### src/rtl/rbpl_pkg.sv
// ----------------------------------------------------------------------------
// rbpl_pkg
// Shared types, codes and defaults of the refcounted block pool with LRU.
// ----------------------------------------------------------------------------
package rbpl_pkg;

  // Default sizes
  localparam int POOL_SIZE_DEF  = 1024;
  localparam int REF_WIDTH_DEF  = 16;
  localparam int HASH_WIDTH_DEF = 64;

  // Fixed port field widths
  localparam int FUNC_W = 2;
  localparam int ID_W   = 10;
  localparam int HASH_W = 64;
  localparam int ST_W   = 3;
  localparam int CNT_W  = 11;

  // Request kinds
  localparam logic [FUNC_W-1:0] FN_ALLOC   = 2'd0;
  localparam logic [FUNC_W-1:0] FN_HIT     = 2'd1;
  localparam logic [FUNC_W-1:0] FN_MARK    = 2'd2;
  localparam logic [FUNC_W-1:0] FN_RELEASE = 2'd3;

  // Result status codes
  localparam logic [ST_W-1:0] ST_OK           = 3'd0;
  localparam logic [ST_W-1:0] ST_BAD_ID       = 3'd1;
  localparam logic [ST_W-1:0] ST_EXHAUSTED    = 3'd2;
  localparam logic [ST_W-1:0] ST_DOUBLE_FREE  = 3'd3;
  localparam logic [ST_W-1:0] ST_INCONSISTENT = 3'd4;

  // Block flag bits
  localparam int FB_FREE   = 0;
  localparam int FB_CACHED = 1;
  localparam int FB_LRU    = 2;
  localparam logic [2:0] FLAGS_FREE = 3'b001;

  typedef struct packed {
    logic [FUNC_W-1:0] func;
    logic [ID_W-1:0]   blk_id;
    logic [HASH_W-1:0] content_hash;
  } req_t;

  typedef struct packed {
    logic [ST_W-1:0]  status;
    logic [ID_W-1:0]  granted_id;
    logic             evicted;
    logic [ID_W-1:0]  evicted_id;
    logic [CNT_W-1:0] free_count;
    logic [CNT_W-1:0] idle_count;
  } rsp_t;

  // Datapath operations
  typedef enum logic [3:0] {
    OP_NONE,
    OP_CLEAR,
    OP_LOAD,
    OP_TGT_LRU,
    OP_TGT_FIFO,
    OP_UNLINK,
    OP_EVICT,
    OP_GRANT,
    OP_HIT_IDLE,
    OP_HIT_INC,
    OP_MARK,
    OP_REL,
    OP_PUSH2
  } op_e;

  typedef struct packed {
    op_e             op;
    logic            st_we;
    logic [ST_W-1:0] st;
    logic            emit;
  } cmd_t;

  typedef struct packed {
    logic              clr_done;
    logic [FUNC_W-1:0] func;
    logic              id_bad;
    logic              free_empty;
    logic              lru_empty;
    logic              ev_ok;
    logic              al_id_bad;
    logic              al_ok;
    logic              hit_bad;
    logic              hit_idle;
    logic              hit_act;
    logic              ref_max;
    logic              mark_bad;
    logic              hash_eq;
    logic              is_free;
    logic              is_lru;
    logic              cached;
    logic              ref_zero;
    logic              rel_last;
    logic              out_busy;
  } sts_t;

endpackage

### src/rtl/rbpl_ctrl.sv
// ----------------------------------------------------------------------------
// rbpl_ctrl
// Sequencer: steps each request through reads, checks and memory updates.
// ----------------------------------------------------------------------------
module rbpl_ctrl (
  input  logic          clk_i,
  input  logic          rst_ni,
  input  logic          in_valid_i,
  output logic          in_stall_o,
  input  rbpl_pkg::sts_t sts_i,
  output rbpl_pkg::cmd_t cmd_o
);
  import rbpl_pkg::*;

  localparam logic [3:0] S_CLR     = 4'd0;
  localparam logic [3:0] S_IDLE    = 4'd1;
  localparam logic [3:0] S_DISP    = 4'd2;
  localparam logic [3:0] S_EV_WAIT = 4'd3;
  localparam logic [3:0] S_EV_CHK  = 4'd4;
  localparam logic [3:0] S_EV_DO   = 4'd5;
  localparam logic [3:0] S_AL_TGT  = 4'd6;
  localparam logic [3:0] S_AL_SEL  = 4'd7;
  localparam logic [3:0] S_AL_WAIT = 4'd8;
  localparam logic [3:0] S_AL_CHK  = 4'd9;
  localparam logic [3:0] S_CHK     = 4'd10;
  localparam logic [3:0] S_HIT_DO  = 4'd11;
  localparam logic [3:0] S_PUSH2   = 4'd12;
  localparam logic [3:0] S_RESP    = 4'd13;

  logic [3:0] state_q, state_d;

  assign in_stall_o = (state_q != S_IDLE);

  // Next state and command
  always_comb begin
    state_d = state_q;
    cmd_o   = '{op: OP_NONE, st_we: 1'b0, st: ST_OK, emit: 1'b0};
    case (state_q)
      S_CLR: begin
        cmd_o.op = OP_CLEAR;
        if (sts_i.clr_done) state_d = S_IDLE;
      end
      S_IDLE: begin
        if (in_valid_i) begin
          cmd_o.op = OP_LOAD;
          state_d  = S_DISP;
        end
      end
      S_DISP: begin
        if (sts_i.func == FN_ALLOC) begin
          if (!sts_i.free_empty) begin
            state_d = S_AL_TGT;
          end else if (sts_i.lru_empty) begin
            cmd_o.st_we = 1'b1;
            cmd_o.st    = ST_EXHAUSTED;
            state_d     = S_RESP;
          end else begin
            cmd_o.op = OP_TGT_LRU;
            state_d  = S_EV_WAIT;
          end
        end else if (sts_i.id_bad) begin
          cmd_o.st_we = 1'b1;
          cmd_o.st    = ST_BAD_ID;
          state_d     = S_RESP;
        end else begin
          state_d = S_CHK;
        end
      end
      S_EV_WAIT: state_d = S_EV_CHK;
      S_EV_CHK: begin
        if (!sts_i.ev_ok) begin
          cmd_o.st_we = 1'b1;
          cmd_o.st    = ST_EXHAUSTED;
          state_d     = S_RESP;
        end else begin
          cmd_o.op = OP_UNLINK;
          state_d  = S_EV_DO;
        end
      end
      S_EV_DO: begin
        cmd_o.op = OP_EVICT;
        state_d  = S_AL_TGT;
      end
      // let the free FIFO read settle after a push
      S_AL_TGT: state_d = S_AL_SEL;
      S_AL_SEL: begin
        if (sts_i.al_id_bad) begin
          cmd_o.st_we = 1'b1;
          cmd_o.st    = ST_INCONSISTENT;
          state_d     = S_RESP;
        end else begin
          cmd_o.op = OP_TGT_FIFO;
          state_d  = S_AL_WAIT;
        end
      end
      S_AL_WAIT: state_d = S_AL_CHK;
      S_AL_CHK: begin
        cmd_o.st_we = 1'b1;
        if (sts_i.al_ok) begin
          cmd_o.op = OP_GRANT;
          cmd_o.st = ST_OK;
        end else begin
          cmd_o.st = ST_INCONSISTENT;
        end
        state_d = S_RESP;
      end
      S_CHK: begin
        cmd_o.st_we = 1'b1;
        state_d     = S_RESP;
        case (sts_i.func)
          FN_HIT: begin
            if (sts_i.hit_bad) begin
              cmd_o.st = ST_INCONSISTENT;
            end else if (sts_i.hit_idle) begin
              cmd_o.op = OP_UNLINK;
              cmd_o.st = ST_OK;
              state_d  = S_HIT_DO;
            end else if (sts_i.hit_act && !sts_i.ref_max) begin
              cmd_o.op = OP_HIT_INC;
              cmd_o.st = ST_OK;
            end else begin
              cmd_o.st = ST_INCONSISTENT;
            end
          end
          FN_MARK: begin
            if (sts_i.mark_bad) begin
              cmd_o.st = ST_INCONSISTENT;
            end else if (sts_i.cached) begin
              cmd_o.st = sts_i.hash_eq ? ST_OK : ST_INCONSISTENT;
            end else begin
              cmd_o.op = OP_MARK;
              cmd_o.st = ST_OK;
            end
          end
          FN_RELEASE: begin
            if (sts_i.is_free || (!sts_i.is_lru && sts_i.ref_zero)) begin
              cmd_o.st = ST_DOUBLE_FREE;
            end else if (sts_i.is_lru) begin
              cmd_o.st = ST_INCONSISTENT;
            end else begin
              cmd_o.op = OP_REL;
              cmd_o.st = ST_OK;
              if (sts_i.rel_last && sts_i.cached) state_d = S_PUSH2;
            end
          end
          default: cmd_o.st = ST_INCONSISTENT;
        endcase
      end
      S_HIT_DO: begin
        cmd_o.op = OP_HIT_IDLE;
        state_d  = S_RESP;
      end
      S_PUSH2: begin
        cmd_o.op = OP_PUSH2;
        state_d  = S_RESP;
      end
      S_RESP: begin
        if (!sts_i.out_busy) begin
          cmd_o.emit = 1'b1;
          state_d    = S_IDLE;
        end
      end
      default: state_d = S_IDLE;
    endcase
  end

  always_ff @(posedge clk_i or negedge rst_ni) begin
    if (!rst_ni) begin
      state_q <= S_CLR;
    end else begin
      state_q <= state_d;
    end
  end

endmodule

### config.mk
export PLATFORM = sky130hd
export DESIGN_NAME = rbpl_ctrl
export DESIGN_NICKNAME = d
export VERILOG_FILES = /design/src/rtl/rbpl_pkg.sv /design/src/rtl/rbpl_ctrl.sv
export SDC_FILE = /design/constraint.sdc
export NUM_CORES = 1
export LEC_CHECK = 0
export BUFFER_PORTS_ARGS = -buffer_cell sky130_fd_sc_hd__buf_2
export CELL_PAD_IN_SITES_DETAIL_PLACEMENT = 1
export CELL_PAD_IN_SITES_GLOBAL_PLACEMENT = 1
export CORE_MARGIN = 2
export CORE_UTILIZATION = 35
export CTS_BUF_LIST = sky130_fd_sc_hd__clkbuf_2
export DETAILED_ROUTE_END_ITERATION = 8
export HOLD_SLACK_MARGIN = 0.08
export PLACE_DENSITY = 0.95
export SYNTH_ARGS = -nofsm -noshare
export SYNTH_HDL_FRONTEND = slang
export SYNTH_SLANG_ARGS = --single-unit
### constraint.sdc
create_clock -name clk_i -period 3.5 [get_ports clk_i]
set_input_delay 0.175 -clock clk_i [delete_from_list [all_inputs] [get_ports clk_i]]
set_output_delay 0.175 -clock clk_i [all_outputs]
set_load 0.01 [all_outputs]
Word level (Yosys, flattened, before mapping)

Index checks and enable logic that the tools add are counted.

Flip-flop bits (word level): 4
Logic and storage cells: 81
Input port bits: 24
Output and inout port bits: 10

Reductions and logical operators: 10
Muxes and demuxes: 50
Equality and inequality tests: 20

Operator list:

| kind                                                                   | count |
|---|---|
| 4-bit two-way mux                                                      | 22 |
| 3-bit two-way mux                                                      | 16 |
| 4-bit one-hot mux with 12 select lines                                 | 1 |
| 4-bit one-hot mux with 10 select lines                                 | 1 |
| 4-bit equality test (second input constant)                            | 6 |
| 4-bit one-hot mux with 5 select lines                                  | 1 |
| 4-bit by 3-bit equality test with 1-bit output (second input constant) | 4 |
| 4-bit one-hot mux with 3 select lines                                  | 1 |
| 3-bit one-hot mux with 3 select lines                                  | 1 |
| 4-bit by 2-bit equality test with 1-bit output (second input constant) | 2 |
| 4-bit one-hot mux with 2 select lines                                  | 1 |
| 6-bit two-way mux                                                      | 1 |
| 2-bit != test (second input constant)                                  | 3 |
| 2-bit equality test (second input constant)                            | 2 |
| 4-bit by 1-bit equality test with 1-bit output (second input constant) | 1 |
| 4-bit zero test                                                        | 1 |
| 2-bit two-way mux                                                      | 2 |
| 4-bit by 1-bit != test with 1-bit output (second input constant)       | 1 |
| 1-bit logical AND                                                      | 3 |
| 1-bit two-way mux                                                      | 3 |
| 3-bit AND reduction                                                    | 1 |
| 3-bit OR reduction                                                     | 1 |
| 2-bit by 1-bit equality test with 1-bit output (second input constant) | 1 |
| 1-bit zero test                                                        | 2 |
| other kinds (2)                                                        | 2 |

Logic depth before layout (Yosys ltp)

Word-level depth: 7
Depth in mapped cells: 6
Gate-level depth less buffers: 4

Worst setup path after synthesis

OpenSTA, ideal clock, no wires.

Path type: flip-flop to output port
Start: register state_q[0]
End: output port cmd_o[1] (netlist name)
Data required time: 3.325 ns
Cell stages (with the launch flop): 7
Data arrival time: 1.448 ns
Path slack: 1.877 ns
Path buffers: 2
Cells stage by stage: dfrtp_1 buf_6 nand2b_4 buf_6 or2_4 or3_1 o21ai_0

RTL lines:

| item                   | RTL line         | source |
|---|---|---|
| from (decl)            | rbpl_ctrl.sv:30  | `logic [3:0] state_q, state_d;` |
| from (signal assigned) | rbpl_ctrl.sv:171 | `state_q <= state_d;` |
| to (decl)              | rbpl_ctrl.sv:11  | `output rbpl_pkg::cmd_t cmd_o` |

==> key figures <==
Status
  – Status: finished clean

Place
  – Buffers on Ports: 33
  – DP HPWL: 2240 um
  – Final GP Congestion: 0.841
  – Pre-CTS WS: 1.49 ns

Power
  – Clock share of power: 0.070
  – Sequential cell fraction of total power: 0.275
  – Internal power: 0.279 mW
  – Combinational Power Share: 0.655
  – Cell Pwr Density: 658 mW/mm^2
  – Worst vdd ir: 0.000266 V
  – Switch share: 0.555
  – Leak: 0.412 nW
  – NetSw: 0.348 mW

Timing
  – Max-slew headroom: 0.573
  – Tcrit/Tclk final: 0.651
  – Max Slew Vio Count: 0
  – Post-route setup TNS: 0 ns
  – Worst Max-Slew Pin Slew: 0.632 ns
  – Hold Fails Final Rpt: 0
  – RSZ-0062 raised after global routing: no
  – Max Clk Rate: 439 MHz
  – Final setup viols: 0
  – Fin worst setup slack: 1.22 ns
  – Worst-case clock skew: 0.00893 ns
  – Tmin final: 2.28 ns

Final layout
  – Commonest cells after routing, fill and taps aside: buf_2, a21oi_1, nor2_1, nand2_1, nand2b_1
  – N_diodes: 0
  – Share of cells above drive strength 1: 0.277
  – Area Growth Syn to Fin: 20.4%
  – Biggest register: state_q
  – Commonest non-fill, non-tap cell in the layout: buf_2
  – Biggest regs: state_q: 4 flops
  – Final #Nets: 174
  – Max FFs per register: 4

Yosys
  – Compound-Gate Fraction of Synth Area: 0.398
  – Syn avg cell area: 6.49 um^2
  – Syn Nets: 146
  – Largest family of logic cells by synthesized area: compound AO/OA/AOI/OAI gates
  – Primary FF master, synth: dfrtp_1
  – Synth warnings: 0
  – Seq/Total Area, Yosys: 0.126
  – Post-Synth XOR/XNOR Area: 0
  – Mux contribution to synthesized area: 0
  – Post-synth EDFFs: 0
  – Yosys cell types: 40
  – Simple-gate share of the synthesized area: 0.362
  – Post-synthesis async set-or-reset flop share: 1.00
  – Seq cells post-synth: 4
  – Mapped Area: 792 um^2
  – Post-Syn Instances: 122
  – Post-Synth Adder-Cell Area: 0

Global route
  – Global-route wire length before repair: 4550 um
  – Global route overflow: 0
  – Vias in the first global route: 1025
  – Total GRT Usage: 0.222
  – Largest net degree at the start of global routing: 23
  – Initial antenna violation count: 0

Floorplanning
  – Die Span X: 51.6 um
  – Initial Util: 0.365
  – IO Pins: 34
  – Die area: 0.00266 mm^2
  – Die height: 51.6 um
  – Core footprint: 0.00217 mm^2
  – FP Rows: 17

Clock tree
  – Insertion delay to the later sink of the worst-skew pair: 0.22 ns
  – Clk buf depth: 2
  – Reg clk slew, reported paths: 0.05 ns
  – CTS Buf Count: 3
  – CTS tree: built
  – Root buf cell: clkbuf_2
  – H-tree lvl count: 1
  – CTS sink count: 4
  – Post-CTS sizing: 0

Worst hold path
  – Min-Delay Path Class: input port to flip-flop
  – Worst Hold Depth: 2

Route
  – DR vias/cell: 5.80
  – ANT nets after route: 0
  – Final WL: 2770 um
  – DRT iter0 DRCs: 9
  – Pre-Repair DR Iteration Count: 4
  – Vias post-DR: 1020
  – Remaining routing DRC violations: 0
  – Routed WL per cell: 15.7 um

Setup path
  – Worst R2R Path Depth: 4
  – CP Max Fanout: 22
  – Slowest-stage cell, CP: dfrtp_1
  – Worst-path cell chain: nand2b_1, or2_4, or3_1, o21ai_0, buf_2
  – Arr. time, crit path: 2.10 ns
  – CP Launch Type: flip-flop
  – Max incr delay on CP: 0.60 ns
  – Worst Path Required: 3.32 ns
  – Worst setup path class: flip-flop to primary output
  – Worst Setup End Kind: primary output

Run
  – Max-Cap Viols: 0
-- cells in the mapped netlist, types with 4 or more instances --
| library cell | instances | area share |
|---|---|---|
| a31oi_1 | 4 | 0.032 |
| buf_2 | 4 | 0.025 |
| nand2b_1 | 8 | 0.063 |
| dfrtp_1 | 4 | 0.13 |
| nor3_1 | 5 | 0.032 |
| a21oi_1 | 14 | 0.088 |
| nor2_1 | 12 | 0.057 |
| o22ai_1 | 4 | 0.032 |
| o21ai_0 | 6 | 0.038 |
| inv_1 | 7 | 0.033 |
| nand2_1 | 12 | 0.057 |
-- power by group through the flow --
stage	logic, mW	clock network (mW)	registers (mW)
floorplan	0.392	0	0.0764
global placement	0.396	0	0.162
detailed placement	0.410	0	0.172
CTS	0.412	0.0438	0.170
global route	0.459	0.0455	0.184
finish	0.411	0.0436	0.173
-- final cells by class --
cell class              instances  area [um^2]
fillers                       310         1220
multi-input cells             100          602
repair buffers                 34          175
flip-flops and latches          4          100
well taps                      28         35.0
inverters                       7         26.3
clock buffers                   3         15.0
-- cell families (layout without fill, tap and decap cells) --
logic type             Yosys count  in the layout
AOI/OAI and AO/OA               47             47
and+or+nand+nor                 53             53
DFF                              4              4
buffers and inverters           18             44
-- path summary, 6_finish.rpt --
kind | start | endpoint | slack [ns]
min in group asynchronous | rst_ni | state_q[2] | 0.30
min reg2reg | state_q[2] | state_q[2] | 0.94
max in group asynchronous | rst_ni | state_q[1] | 3.07
min | sts_i[20] | state_q[0] | 0.20
max reg2reg | state_q[2] | state_q[0] | 1.79
max | state_q[2] | cmd_o[1] | 1.22
-- layer usage --
| layer | routed length (um) | up-vias | share of wire | GRT usage |
|---|---|---|---|---|
| met5 | 0 | - | 0 | 0 |
| met4 | 38 | 0 | 0.014 | 0.0614 |
| met3 | 140 | 4 | 0.051 | 0.0259 |
| met2 | 1360 | 38 | 0.49 | 0.385 |
| met1 | 1220 | 471 | 0.44 | 0.291 |
| li1 | - | 507 | - | - |
-- worst max-delay path, delay by kind of cell, from the launching register on --
| family | cells | cell delay, ns |
|---|---|---|
| simple gates | 3 | 1.02 |
| compound gates | 1 | 0.10 |
| buf+inv | 1 | 0.16 |
| flops | 1 | 0.60 |
-- per-stage QoR --
step	hold WS, ns	utilization	cells	total power, mW	area, um^2
2_1_floorplan	-0.121	-	122	0.469	792
3_3_place_gp	-0.0215	0.428	172	0.558	928
3_5_place_dp	-0.0155	0.428	172	0.581	928
4_1_cts	0.203	0.439	176	0.626	953
5_1_grt	0.212	0.439	176	0.689	953
6_report	0.201	0.439	176	0.627	953
-- timing repair --
item,in CTS,in global routing
hold buffers,1,0
endpoints found under the setup margin,0,0
buffers inserted,0,0
hold endpoints to repair,4,0
Power figures use the tool's default switching activity.
